--- src/design/yuyv2rgba_pkg.sv ---
// Shared types, codes and constants for the YUYV 4:2:2 to RGBA converter.
// No dependencies.

package yuyv2rgba_pkg;

   typedef enum logic {
      MODE_INTEGER = 1'b0,
      MODE_FIXED   = 1'b1
   } mode_type;

   typedef enum logic {
      CSR_MODE  = 1'b0,
      CSR_ALPHA = 1'b1
   } csr_index_type;

   localparam int unsigned BYTE_W   = 8;
   localparam int unsigned INT_W    = 16;
   localparam int unsigned FIX_W    = 26;
   localparam int unsigned OFF_W    = 10;
   localparam int unsigned INT_SHIFT = 6;
   localparam int unsigned FIX_SHIFT = 16;

   localparam logic [BYTE_W-1:0] ALPHA_RESET = 8'hff;

   localparam logic signed [INT_W-1:0] INT_V_RED   = 16'sd90;
   localparam logic signed [INT_W-1:0] INT_U_GREEN = -16'sd22;
   localparam logic signed [INT_W-1:0] INT_V_GREEN = -16'sd46;
   localparam logic signed [INT_W-1:0] INT_U_BLUE  = 16'sd113;

   localparam logic signed [FIX_W-1:0] FIX_V_RED   = 26'sd92242;
   localparam logic signed [FIX_W-1:0] FIX_U_GREEN = -26'sd22580;
   localparam logic signed [FIX_W-1:0] FIX_V_GREEN = -26'sd46983;
   localparam logic signed [FIX_W-1:0] FIX_U_BLUE  = 26'sd116589;

   typedef struct packed {
      logic [BYTE_W-1:0] red_first;
      logic [BYTE_W-1:0] green_first;
      logic [BYTE_W-1:0] blue_first;
      logic [BYTE_W-1:0] red_second;
      logic [BYTE_W-1:0] green_second;
      logic [BYTE_W-1:0] blue_second;
   } pixel_pair_type;

   function automatic logic [BYTE_W-1:0] clamp_byte(input logic [BYTE_W-1:0] luma,
                                                     input logic signed [OFF_W-1:0] offset);
      logic signed [OFF_W:0] sum;
      sum = $signed({3'b000, luma}) + $signed({offset[OFF_W-1], offset});
      if (sum[OFF_W]) begin
         return '0;
      end else if (sum[OFF_W-1:BYTE_W] != '0) begin
         return '1;
      end else begin
         return sum[BYTE_W-1:0];
      end
   endfunction

endpackage

--- src/design/yuyv_to_rgba_convert.sv ---
// Top level of the YUYV 4:2:2 to RGBA converter: handshake, input and result registers, CSRs.
// Depends on yuyv2rgba_pkg and yuyv2rgba_core.
//
// Each accepted item is one YUYV macropixel (Y0, U, Y1, V) plus an end-of-frame flag; each
// result item holds two clamped RGB pixels, the common alpha and the flag. The block takes one
// item per clock while req_stall is low: an item is captured in the input register, converted
// combinationally by the color math and held in the result register, and a new item can enter
// while a finished result waits on rsp_stall. conversion_mode (0 integer 1/64 coefficients,
// 1 Q16 coefficients) and alpha_level are written through the CSR port; the user must write
// them only while no items are in flight, as the block itself does not enforce this.

module yuyv_to_rgba_convert (
   input  logic        clock,
   input  logic        reset,

   input  logic        csr_wr_en,
   input  logic        csr_index,
   input  logic [7:0]  csr_data,

   input  logic        req_valid,
   output logic        req_stall,
   input  logic [7:0]  req_luma_first,
   input  logic [7:0]  req_chroma_blue,
   input  logic [7:0]  req_luma_second,
   input  logic [7:0]  req_chroma_red,
   input  logic        req_frame_end_in,

   output logic        rsp_valid,
   input  logic        rsp_stall,
   output logic [7:0]  rsp_red_first,
   output logic [7:0]  rsp_green_first,
   output logic [7:0]  rsp_blue_first,
   output logic [7:0]  rsp_red_second,
   output logic [7:0]  rsp_green_second,
   output logic [7:0]  rsp_blue_second,
   output logic [7:0]  rsp_alpha_out,
   output logic        rsp_frame_end_out
);
   import yuyv2rgba_pkg::*;

   mode_type          mode_ff, mode_in;
   logic [BYTE_W-1:0] alpha_ff, alpha_in;

   logic              a_vld_ff, a_vld_in;
   logic [BYTE_W-1:0] a_y0_ff, a_u_ff, a_y1_ff, a_v_ff;
   logic              a_end_ff;

   logic              r_vld_ff, r_vld_in;
   pixel_pair_type    r_pix_ff;
   logic [BYTE_W-1:0] r_alpha_ff;
   logic              r_end_ff;

   pixel_pair_type    pix;
   logic              a_load;
   logic              r_load;

   // CSRs
   always_comb begin
      mode_in  = mode_ff;
      alpha_in = alpha_ff;
      if (csr_wr_en) begin
         case (csr_index_type'(csr_index))
            CSR_MODE:  mode_in  = mode_type'(csr_data[0]);
            CSR_ALPHA: alpha_in = csr_data;
            default: ;
         endcase
      end
   end

   always_ff @(posedge clock) begin
      if (reset) begin
         mode_ff  <= MODE_INTEGER;
         alpha_ff <= ALPHA_RESET;
      end else begin
         mode_ff  <= mode_in;
         alpha_ff <= alpha_in;
      end
   end

   // handshake
   assign r_load    = a_vld_ff && (!r_vld_ff || !rsp_stall);
   assign req_stall = a_vld_ff && !r_load;
   assign a_load    = req_valid && !req_stall;

   always_comb begin
      if (a_load) begin
         a_vld_in = 1'b1;
      end else if (r_load) begin
         a_vld_in = 1'b0;
      end else begin
         a_vld_in = a_vld_ff;
      end
   end

   always_comb begin
      if (r_load) begin
         r_vld_in = 1'b1;
      end else if (!rsp_stall) begin
         r_vld_in = 1'b0;
      end else begin
         r_vld_in = r_vld_ff;
      end
   end

   always_ff @(posedge clock) begin
      if (reset) begin
         a_vld_ff <= 1'b0;
         r_vld_ff <= 1'b0;
      end else begin
         a_vld_ff <= a_vld_in;
         r_vld_ff <= r_vld_in;
      end
   end

   always_ff @(posedge clock) begin
      if (a_load) begin
         a_y0_ff  <= req_luma_first;
         a_u_ff   <= req_chroma_blue;
         a_y1_ff  <= req_luma_second;
         a_v_ff   <= req_chroma_red;
         a_end_ff <= req_frame_end_in;
      end
   end

   yuyv2rgba_core u_core (
      .mode        (mode_ff),
      .luma_first  (a_y0_ff),
      .chroma_blue (a_u_ff),
      .luma_second (a_y1_ff),
      .chroma_red  (a_v_ff),
      .pixels      (pix)
   );

   always_ff @(posedge clock) begin
      if (r_load) begin
         r_pix_ff   <= pix;
         r_alpha_ff <= alpha_ff;
         r_end_ff   <= a_end_ff;
      end
   end

   assign rsp_valid         = r_vld_ff;
   assign rsp_red_first     = r_pix_ff.red_first;
   assign rsp_green_first   = r_pix_ff.green_first;
   assign rsp_blue_first    = r_pix_ff.blue_first;
   assign rsp_red_second    = r_pix_ff.red_second;
   assign rsp_green_second  = r_pix_ff.green_second;
   assign rsp_blue_second   = r_pix_ff.blue_second;
   assign rsp_alpha_out     = r_alpha_ff;
   assign rsp_frame_end_out = r_end_ff;

   // checks
   a_result_loaded : assert property (@(posedge clock) disable iff (reset)
      r_load |=> rsp_valid)
      else $error("result register load did not raise rsp_valid");

   a_stall_only_when_full : assert property (@(posedge clock) disable iff (reset)
      req_stall |-> (a_vld_ff && r_vld_ff && rsp_stall))
      else $error("input stalled while the pipeline could advance");

   a_item_kept : assert property (@(posedge clock) disable iff (reset)
      (a_vld_ff && !r_load) |=> a_vld_ff)
      else $error("item dropped from the input register");

   a_item_to_result : assert property (@(posedge clock) disable iff (reset)
      (a_vld_ff && r_vld_ff && !rsp_stall) |=> r_vld_ff)
      else $error("result register emptied while an item was waiting");

endmodule

--- src/design/yuyv2rgba_core.sv ---
// Color math for one macropixel: chroma offsets for both modes, luma add and clamp.
// Depends on yuyv2rgba_pkg.

module yuyv2rgba_core (
   input  yuyv2rgba_pkg::mode_type       mode,
   input  logic [7:0]                    luma_first,
   input  logic [7:0]                    chroma_blue,
   input  logic [7:0]                    luma_second,
   input  logic [7:0]                    chroma_red,
   output yuyv2rgba_pkg::pixel_pair_type pixels
);
   import yuyv2rgba_pkg::*;

   logic signed [BYTE_W-1:0] u_s;
   logic signed [BYTE_W-1:0] v_s;
   logic signed [INT_W-1:0]  u_int;
   logic signed [INT_W-1:0]  v_int;
   logic signed [FIX_W-1:0]  u_fix;
   logic signed [FIX_W-1:0]  v_fix;
   logic signed [INT_W-1:0]  red_int;
   logic signed [INT_W-1:0]  green_int;
   logic signed [INT_W-1:0]  blue_int;
   logic signed [FIX_W-1:0]  red_fix;
   logic signed [FIX_W-1:0]  green_fix;
   logic signed [FIX_W-1:0]  blue_fix;
   logic signed [OFF_W-1:0]  red_off;
   logic signed [OFF_W-1:0]  green_off;
   logic signed [OFF_W-1:0]  blue_off;

   // remove the 128 bias: flip the top bit
   assign u_s = $signed({~chroma_blue[BYTE_W-1], chroma_blue[BYTE_W-2:0]});
   assign v_s = $signed({~chroma_red[BYTE_W-1], chroma_red[BYTE_W-2:0]});

   assign u_int = $signed({{(INT_W-BYTE_W){u_s[BYTE_W-1]}}, u_s});
   assign v_int = $signed({{(INT_W-BYTE_W){v_s[BYTE_W-1]}}, v_s});
   assign u_fix = $signed({{(FIX_W-BYTE_W){u_s[BYTE_W-1]}}, u_s});
   assign v_fix = $signed({{(FIX_W-BYTE_W){v_s[BYTE_W-1]}}, v_s});

   assign red_int   = v_int * INT_V_RED;
   assign green_int = u_int * INT_U_GREEN + v_int * INT_V_GREEN;
   assign blue_int  = u_int * INT_U_BLUE;

   assign red_fix   = v_fix * FIX_V_RED;
   assign green_fix = u_fix * FIX_U_GREEN + v_fix * FIX_V_GREEN;
   assign blue_fix  = u_fix * FIX_U_BLUE;

   always_comb begin
      case (mode)
         MODE_INTEGER: begin
            red_off   = $signed(red_int[INT_W-1:INT_SHIFT]);
            green_off = $signed(green_int[INT_W-1:INT_SHIFT]);
            blue_off  = $signed(blue_int[INT_W-1:INT_SHIFT]);
         end
         MODE_FIXED: begin
            red_off   = $signed(red_fix[FIX_W-1:FIX_SHIFT]);
            green_off = $signed(green_fix[FIX_W-1:FIX_SHIFT]);
            blue_off  = $signed(blue_fix[FIX_W-1:FIX_SHIFT]);
         end
         default: begin
            red_off   = '0;
            green_off = '0;
            blue_off  = '0;
         end
      endcase
   end

   assign pixels.red_first    = clamp_byte(luma_first, red_off);
   assign pixels.green_first  = clamp_byte(luma_first, green_off);
   assign pixels.blue_first   = clamp_byte(luma_first, blue_off);
   assign pixels.red_second   = clamp_byte(luma_second, red_off);
   assign pixels.green_second = clamp_byte(luma_second, green_off);
   assign pixels.blue_second  = clamp_byte(luma_second, blue_off);

endmodule

--- config.mk ---
export PLATFORM = sky130hd
export DESIGN_NAME = yuyv_to_rgba_convert
export DESIGN_NICKNAME = d
export VERILOG_FILES = /design/src/design/yuyv2rgba_pkg.sv /design/src/design/yuyv_to_rgba_convert.sv /design/src/design/yuyv2rgba_core.sv
export SDC_FILE = /design/constraint.sdc
export NUM_CORES = 1
export LEC_CHECK = 0
export BUFFER_PORTS_ARGS = -buffer_cell sky130_fd_sc_hd__buf_2
export CORE_ASPECT_RATIO = 0.75
export CORE_MARGIN = 5
export CORE_UTILIZATION = 60
export DETAILED_ROUTE_END_ITERATION = 7
export PLACE_DENSITY_LB_ADDON = 0.1
export SLEW_MARGIN = 20
export SYNTH_ARGS = -nofsm -noshare
export SYNTH_HDL_FRONTEND = slang
export SYNTH_SLANG_ARGS = --single-unit
--- constraint.sdc ---
create_clock -name clock -period 11.4 [get_ports clock]
set_input_delay 2.28 -clock clock [delete_from_list [all_inputs] [get_ports clock]]
set_output_delay 2.28 -clock clock [all_outputs]
set_load 0.1 [all_outputs]
**After elaboration in Yosys (flattened, before gate mapping)**

Index checks and enable logic that the tools add are counted.

- Register bits: 101
- Input bits: 47
- Output and inout bits: 59
- Logic and storage cells: 68

- Add/sub/neg operators: 8
- $mul: 8
- Equality and inequality tests: 1
- Mux-type cells: 13
- Bitwise logic cells: 4
- Reductions and logical operators: 17

Operators by type and width:

| kind | number |
|---|---|
| adder 9 x 10 -> 11 bit | 6 |
| one-hot mux 10 bit (2 select lines) | 3 |
| multiplier 8 x 17 -> 25 bit (second input constant) | 2 |
| 2-to-1 mux 8 bit | 6 |
| adder 26 bit | 1 |
| multiplier 8 x 18 -> 26 bit (second input constant) | 1 |
| multiplier 8 x 14 -> 22 bit (second input constant) | 1 |
| adder 16 bit | 1 |
| multiplier 8 x 8 -> 16 bit (second input constant) | 1 |
| multiplier 8 x 7 -> 15 bit (second input constant) | 1 |
| multiplier 8 x 6 -> 14 bit (second input constant) | 1 |
| nonzero test 2 bit | 7 |
| multiplier 8 x 5 -> 13 bit (second input constant) | 1 |
| logical NOT 1 bit | 4 |
| 2-to-1 mux 1 bit | 4 |
| inverter 1 bit | 4 |
| AND reduction 2 bit | 2 |
| logical AND 1 bit | 3 |
| inequality test 2 x 1 -> 1 bit (second input constant) | 1 |
| logical OR 1 bit | 1 |

**Logic depth before layout (Yosys ltp)**

Gate-level depths: netlist of run 1.

- Depth in word-level cells: 8
- Depth in mapped cells: 38
- Mapped depth without buffers: 38

**By module**

From an unflattened synthesis of run 1, not the netlist that was laid out.

- Cell total of the unflattened synthesis: 1880
- Area total of the unflattened synthesis: 18325.1 sq um

Modules (own cells, without submodules):

| module | instances | cells an instance | area each (sq um) | seq. area each (sq um) |
|---|---|---|---|---|
| yuyv2rgba_core | 1 | 1747 | 15183.3 | 0.0 |
| yuyv_to_rgba_convert | 1 | 133 | 3141.8 | 2922.8 |

**Worst setup path after synthesis of run 1**

No wires, ideal clock.

- Path type: register to register
- From: register a_u_ff[7]
- To: register r_pix_ff, in the netlist rsp_green_first[4], data pin
- Library setup time: 0.254 ns
- Arrival time: 8.103 ns
- Required time: 11.146 ns
- Slack: 3.042 ns
- Cell stages (with the launch flop): 37
- Buffers on the path: 1
- Period minus slack after synthesis: 8.358 ns
- Cells stage by stage: edfxtp_1 clkbuf_1 clkinv_1 fa_1 ha_1 fa_1 inv_1 fa_1 inv_1 ha_1 o21a_1 o21ai_0 a21boi_0 o21a_1 o21a_1 o21a_1 nor2_1 xnor2_1 ha_1 nand4_1 nor2_1 a211o_1 a21o_1 a31o_1 a221o_1 a21oi_1 xnor2_1 nand2_1 o41ai_1 ha_1 o21ai_0 nand2_1 a21o_1 a21o_1 a21o_1 and2_4 o21a_1

- Longest elaborated chain between the ends: 7
- Elaborated cells on any way between the ends: 9
- Those cells by class: 3 x add/sub; 2 x mul; 2 x mux; 1 x bitwise; 1 x reduce/logical

RTL lines:

| item | RTL line | text |
|---|---|---|
| start: declaration | yuyv_to_rgba_convert.sv:45 | `logic [BYTE_W-1:0] a_y0_ff, a_u_ff, a_y1_ff, a_v_ff;` |
| start signal: assignment | yuyv_to_rgba_convert.sv:118 | `a_u_ff <= req_chroma_blue;` |
| inverter 1 bit (*) | yuyv2rgba_core.sv:31 | `assign u_s = $signed({~chroma_blue[BYTE_W-1], chroma_blue[BYTE_W-2:0]});` |
| multiplier 8 x 14 -> 22 bit / multiplier 8 x 5 -> 13 bit (equally long branches) | yuyv2rgba_core.sv:44, yuyv2rgba_core.sv:40 |  |
| adder 26 bit / adder 16 bit (equally long branches) | yuyv2rgba_core.sv:44, yuyv2rgba_core.sv:40 |  |
| one-hot mux 10 bit (2 select lines) (*) | yuyv2rgba_core.sv:48 | `case (mode)` |
| adder 9 x 10 -> 11 bit (*) | yuyv2rgba_pkg.sv:47 | `sum = $signed({3'b000, luma}) + $signed({offset[OFF_W-1], offset});` |
| nonzero test 2 bit | yuyv2rgba_pkg.sv:50 | `end else if (sum[OFF_W-1:BYTE_W] != '0) begin` |
| 2-to-1 mux 8 bit | yuyv2rgba_pkg.sv:50 |  |
| end signal: assignment | yuyv_to_rgba_convert.sv:136 | `r_pix_ff <= pix;` |
| end: declaration | yuyv_to_rgba_convert.sv:49 | `pixel_pair_type r_pix_ff;` |

Every way passes the cells marked *; elsewhere a longest branch is shown, timed or not.
A chain may end at the register's enable or synchronous reset.

**Worst setup path in the final report of run 1**

- From: register a_v_ff[7]
- To: register r_pix_ff, in the netlist rsp_green_first[6], data pin

- Longest elaborated chain between the ends: 7
- Elaborated cells on any way between the ends: 9
- Those cells by class: 3 x add/sub; 2 x mul; 2 x mux; 1 x bitwise; 1 x reduce/logical

RTL lines:

| item | RTL line | text |
|---|---|---|
| start: declaration | yuyv_to_rgba_convert.sv:45 |  |
| start signal: assignment | yuyv_to_rgba_convert.sv:120 | `a_v_ff <= req_chroma_red;` |
| inverter 1 bit (*) | yuyv2rgba_core.sv:32 | `assign v_s = $signed({~chroma_red[BYTE_W-1], chroma_red[BYTE_W-2:0]});` |
| multiplier 8 x 17 -> 25 bit / multiplier 8 x 6 -> 14 bit (equally long branches) | yuyv2rgba_core.sv:44, yuyv2rgba_core.sv:40 |  |
| adder 26 bit / adder 16 bit (equally long branches) | yuyv2rgba_core.sv:44, yuyv2rgba_core.sv:40 |  |
| one-hot mux 10 bit (2 select lines) (*) | yuyv2rgba_core.sv:48 |  |
| adder 9 x 10 -> 11 bit (*) | yuyv2rgba_pkg.sv:47 |  |
| nonzero test 2 bit | yuyv2rgba_pkg.sv:50 |  |
| 2-to-1 mux 8 bit | yuyv2rgba_pkg.sv:50 |  |

Marked as above.

==> results.ini, run 1 <==
[status]
status = complete, no violations

[floorplan]
initial_utilization_pct = 60.34
dieWidth_um = 210.3
io-pin-count = 106
core-area_um2 = 29940
num_rows = 55
chipHeight_um = 160.3
dieArea_um2 = 33710

[synthesis]
synth-seq-cells = 101
async_reset_ff_share_pct = 0
syn-num-nets = 2516
ys_warn_count = 0
ys.flop_type = edfxtp_1
syn_area_um2 = 18060
ys_types = 69
synth_top_area_cell = ha_1
synth_top_area_share_pct = 26.74
synth_edf_count = 90
ys_seq_area_share_pct = 16.18
syn_inst = 1915
synthTopCellsByArea = ha_1, fa_1, edfxtp_1
avgSynthCellArea_um2 = 9.432

[clocking]
clock_path_buffers = 2
cts_resized = 0
cts_tree = done
htreeDepth = 3
cts_buffers = 9
cts_sinks = 101
clock_latency_ns = 0.39
ctsHoldBuffers = 0
cts_setup_buffers = 0
clk_transition_reported_paths_ns = 0.08
clockRootBuffer = clkbuf_16

[sta]
rsz0062_at_grt = no
setup_tns_ns = 0
period_needed_ns = 9.551
worst_pin_slew_ns = 1.026
period_share_pct = 83.78
finalHoldViolCount = 0
setup_violations = 0
fin_skew_ns = 0.01531
fmax_ghz = 0.1047
drv_slew = 0
maxSlewHeadroom_pct = 31.03

[grt]
antenna_found_initial = 0
grt_max_degree = 58
grt_util_all_layers_pct = 26.14
grt_overflow = 0
grt_pass1_wl_um = 70570
grt_pass1_vias = 13510

[route]
drt_iter0_drc = 684
viasPerCell = 5.630
wl_um = 43440
vias = 13660
ant_nets = 0
routedWlPerCell_um = 17.91
drc = 0
firstDrtPassIters = 6

[place]
io_buffers = 105
routabilityCongestion = 0.9663
dp_hpwl_um = 36870

[worst_setup_path]
path_class = flop to flop
cp_max_fo = 19
r2r_slack_ns = 1.85
end_kind = flop
required_ns = 11.54
crit_path_top_delay_cell = edfxtp_1
arrival_ns = 9.69
cpPeakStageDelay_ns = 0.80
startpoint_type = flop
ff2ff_path_depth = 33
r2r-start = a_v_ff[7]
r2r_end = rsp_green_first[6]

[layout]
area_growth_pct = 7.433
nNetsFinal = 2624
multiInputGateArea_um2 = 13600
nFillCells = 2492
regArea_um2 = 2924
antenna_cells = 0
drive_gt1_share_pct = 7.943

[min_path]
hold_end = rsp_frame_end_out
holdPathStages = 0
min_path_type = flop to flop
holdCritStartpoint = a_end_ff

[run]
cap_violations = 0

## worst max path at each step
stage	start	end	slack, ns	cells after the start
2_1_floorplan	a_u_ff[7]	rsp_green_first[4]	3.04	36
3_3_place_gp	a_v_ff[7]	rsp_green_first[2]	2.16	33
3_5_place_dp	a_v_ff[7]	rsp_green_first[6]	1.94	33
4_1_cts	a_v_ff[7]	rsp_green_first[6]	1.87	33
5_1_grt	a_v_ff[7]	rsp_green_first[6]	1.22	33
6_report	a_v_ff[7]	rsp_green_first[6]	1.85	33
## metrics by stage
| stage | util, % | std cells | worst slack (ns) | instance area, um^2 | hold slack (ns) |
|---|---|---|---|---|---|
| detailed placement | 63.81 | 2411 | 1.941 | 19100 | 0.4141 |
| global route | 64.82 | 2426 | 1.223 | 19400 | 0.4410 |
| finish | 64.82 | 2426 | 1.849 | 19400 | 0.4261 |
| CTS | 64.82 | 2426 | 1.872 | 19400 | 0.4322 |
| global placement | 63.81 | 2411 | 2.156 | 19100 | 0.4066 |
| floorplan | - | 1915 | 3.042 | 18060 | 0.4003 |
## synthesized netlist by cell type, types with 13 or more instances
cell,n
inv_1,391
ha_1,386
fa_1,168
a21oi_1,119
xnor2_1,106
nor2_1,99
edfxtp_1,90
o21ai_0,68
nand2_1,65
a21o_1,47
xor2_1,33
nor3_1,30
o21a_1,30
nand3_1,24
nor2b_1,22
and3_1,21
o21bai_1,18
clkbuf_1,13
## routing by layer
metal,up-vias,part of all wire [%],global-route usage [%]
met5,-,0,0
met4,0,2.0,5.574
met3,55,6.1,4.988
met2,353,45,41.55
met1,6548,47,37.47
li1,6703,-,-
## final cells by class
| type | instances | area share [%] |
|---|---|---|
| Sequential cell | 101 | 15.07 |
| Inverter | 393 | 7.602 |
| Clock buffer | 9 | 1.161 |
| Multi-Input combinational cell | 1403 | 70.10 |
| Tap cell | 399 | 2.573 |
| Timing Repair Buffer | 115 | 3.095 |
| Clock inverter | 6 | 0.3998 |
## placed cells by master, fill, tap and decap left out, drive strengths merged, types with 7 or more instances in the layout
cell type  count
a211oi        13
o21ai         71
nor3          30
fa           168
nand4          7
clkbuf         9
a211o         11
inv          394
nand2b        10
ha           386
a21o          47
nor2         101
dfxtp         11
a21boi         7
edfxtp        90
or3           12
nand2         65
nand3         24
nor2b         22
o21bai        18
xor2          33
a21oi        120
o21a          30
o31ai          9
xnor2        106
a31oi          7
and3          21
buf          115
a31o           9
## kinds of logic (layout without fill, tap and decap cells)
kind of cell / count (synthesis) / after routing / share of synthesized area, %
AOI/OAI and AO/OA: 388 / 388 / 14.21
and+or+nand+nor: 311 / 311 / 8.250
buffers and inverters: 411 / 523 / 8.610
DFF: 101 / 101 / 16.18
xor gates and xnor gates: 139 / 139 / 6.740
adders and majority gates: 554 / 554 / 45.36
muxes: 11 / 11 / 0.6511
## worst max-delay path: cells and delay by family, from the launching register on
family	cells	cell delay (ns)
AOI/OAI and AO/OA	17	3.78
adders and majority gates	7	3.30
DFF	1	0.80
and+or+nand+nor	5	0.49
xor gates and xnor gates	1	0.16
buffers and inverters	3	0.74
Power of run 1 is left out: the tool's default activity adds up to more than one toggle a clock period on the data nets, which glitch-free logic cannot reach.
==> run 2: changes to the inputs <==
--- a/config.mk
+++ b/config.mk
@@ -8,7 +8,7 @@
 export BUFFER_PORTS_ARGS = -buffer_cell sky130_fd_sc_hd__buf_2
 export CORE_ASPECT_RATIO = 0.75
 export CORE_MARGIN = 5
-export CORE_UTILIZATION = 60
+export CORE_UTILIZATION = 58
 export DETAILED_ROUTE_END_ITERATION = 7
 export PLACE_DENSITY_LB_ADDON = 0.1
 export SLEW_MARGIN = 20
==> constraint.sdc (replaced) <==
create_clock -name clock -period 8.6 [get_ports clock]
set_input_delay 1.72 -clock clock [delete_from_list [all_inputs] [get_ports clock]]
set_output_delay 1.72 -clock clock [all_outputs]
set_load 0.1 [all_outputs]
==> run 2 against run 1 <==
Net effect: flip-flop and latch count is the same; final area is 1.6% higher; via count grew 1.0%; die area increased by 3.3%; clock skew up 0.0019 ns; final cell count rose by 1.6%.
==> results.ini, run 2 (synthesized netlist as in run 1, its figures left out) <==
[status]
status = complete, no violations  ; unchanged

[sta]
drv_slew = 0  ; unchanged
worst_pin_slew_ns = 0.9274  ; was 1.026 ns
setup_tns_ns = 0  ; unchanged
period_share_pct = 94.64  ; was 83.78%
setup_violations = 0  ; unchanged
fin_skew_ns = 0.01717  ; was 0.01531 ns
finalHoldViolCount = 0  ; unchanged
maxSlewHeadroom_pct = 38.17  ; was 31.03%
fmax_ghz = 0.1229  ; was 0.1047 GHz
period_needed_ns = 8.139  ; was 9.551 ns

[layout]
utilization_pct = 63.64  ; was 64.82%
fin_cells = 2465  ; was 2426
regArea_um2 = 2924  ; unchanged
multiInputGateArea_um2 = 13660  ; was 13600 um^2
drive_gt1_share_pct = 10.05  ; was 7.943%
nNetsFinal = 2655  ; was 2624
layout_common_cells = inv_1, ha_1, fa_1, a21oi_1, xnor2_1  ; unchanged
antenna_cells = 0  ; unchanged
nFillCells = 2623  ; was 2492
layout_commonest_cell = inv_1  ; unchanged
area_growth_pct = 9.116  ; was 7.433%

[min_path]
holdCritStartpoint = a_end_ff  ; unchanged
hold_end = rsp_frame_end_out  ; unchanged
holdPathStages = 0  ; unchanged
min_path_type = flop to flop  ; unchanged

[floorplan]
initial_utilization_pct = 58.32  ; was 60.34%
dieWidth_um = 213.8  ; was 210.3 um
num_rows = 56  ; was 55
chipHeight_um = 162.8  ; was 160.3 um
core-area_um2 = 30970  ; was 29940 um^2
dieArea_um2 = 34810  ; was 33710 um^2
io-pin-count = 106  ; unchanged

[grt]
grt_util_all_layers_pct = 27.23  ; was 26.14%
grt_pass1_wl_um = 73540  ; was 70570 um
antenna_found_initial = 0  ; unchanged
grt_pass1_vias = 13680  ; was 13510
grt_max_degree = 58  ; unchanged
grt_overflow = 0  ; unchanged

[place]
dp_hpwl_um = 39480  ; was 36870 um
dp_cells = 2447  ; was 2411
io_buffers = 105  ; unchanged
routabilityCongestion = 0.9650  ; was 0.9663

[clocking]
cts_sinks = 101  ; unchanged
cts_tree = done  ; unchanged
cts_buffers = 9  ; unchanged
clk_transition_reported_paths_ns = 0.09  ; was 0.08 ns
htreeDepth = 3  ; unchanged
clock_path_buffers = 2  ; unchanged
clockRootBuffer = clkbuf_16  ; unchanged
clock_latency_ns = 0.40  ; was 0.39 ns

[route]
vias = 13800  ; was 13660
firstDrtPassIters = 5  ; was 6
viasPerCell = 5.599  ; was 5.630
routedWlPerCell_um = 18.58  ; was 17.91 um
drt_iter0_drc = 878  ; was 684
wl_um = 45800  ; was 43440 um
drc = 0  ; unchanged
ant_nets = 0  ; unchanged

[worst_setup_path]
crit_path_top_delay_cell = edfxtp_1  ; unchanged
path_common_cell = o21a_1
r2r_end = rsp_green_second[2]  ; was rsp_green_first[6]
r2r_slack_ns = 0.46  ; was 1.85 ns
ff2ff_path_depth = 34  ; was 33
end_kind = flop  ; unchanged
startpoint_type = flop  ; unchanged
r2r-start = a_u_ff[3]  ; was a_v_ff[7]
cpPeakStageDelay_ns = 0.58  ; was 0.80 ns
required_ns = 8.76  ; was 11.54 ns
path_class = flop to flop  ; unchanged
arrival_ns = 8.30  ; was 9.69 ns
cp_max_fo = 9  ; was 19

[run]
cap_violations = 0  ; unchanged

run 2: cell types whose count changed in the layout (fill, tap and decap cells not counted), moves of 2 or more:
| cell | delta |
|---|---|
| buf_4 | +31 |
| a21oi_1 | -6 |
| a21oi_2 | +6 |
| a21o_1 | -2 |
| a21o_2 | +2 |
| clkinv_8 | +2 |
| o21ai_0 | -2 |
| o21ai_1 | +2 |
run 2: stage by stage:
step / hold WS, ns / area, um^2 / setup WS, ns
2_1_floorplan: 0.4003 / 18060 / 0.2425
3_3_place_gp: 0.4021 / 19330 / 0.3981
3_5_place_dp: 0.4128 / 19330 / 0.1860
4_1_cts: 0.4333 / 19640 / 0.1146
5_1_grt: 0.4458 / 19710 / -0.0005738
6_report: 0.4306 / 19710 / 0.4606
run 2: routing by layer:
metal | up-vias | global-route usage [%] | share of wire [%] | wire [um]
met3 | 47 | 7.510 | 7.8 | 3557
met2 | 382 | 40.09 | 42 | 19280
met4 | 0 | 5.172 | 1.7 | 787
met5 | - | 0 | 0 | 0
li1 | 6775 | - | - | -
met1 | 6598 | 40.54 | 48 | 22170
run 2: critical path, delay by kind of cell (launching register included):
family,cells,cell delay (ns)
xor gates and xnor gates,2,0.29
buffers and inverters,2,0.09
AOI/OAI and AO/OA,17,3.48
DFF,1,0.58
adders and majority gates,7,2.81
and+or+nand+nor,6,0.63
run 2: how the worst max path moves through the flow:
stage,from,end
floorplan,a_u_ff[7],rsp_green_first[4]
detailed placement,a_v_ff[2],rsp_green_second[2]
global placement,a_v_ff[2],rsp_green_second[2]
CTS,a_v_ff[2],rsp_green_second[2]
global route,a_v_ff[5],rsp_green_first[1]
finish,a_u_ff[3],rsp_green_second[2]
run 2: layout make-up:
type | instances | share of cell area [%]
clock inverters | 7 | 0.4380
multi-input cells | 1403 | 69.29
flip-flops and latches | 101 | 14.84
repair buffers | 146 | 4.228
inverters | 393 | 7.485
clock buffers | 9 | 1.143
well taps | 406 | 2.577
run 2: what timing repair did:
action,in CTS,in global routing
hold buffers,0,0
endpoints found under the setup margin,0,16
buffers inserted,0,2
resized for setup,0,17
Power of run 2 is left out for the same reason.
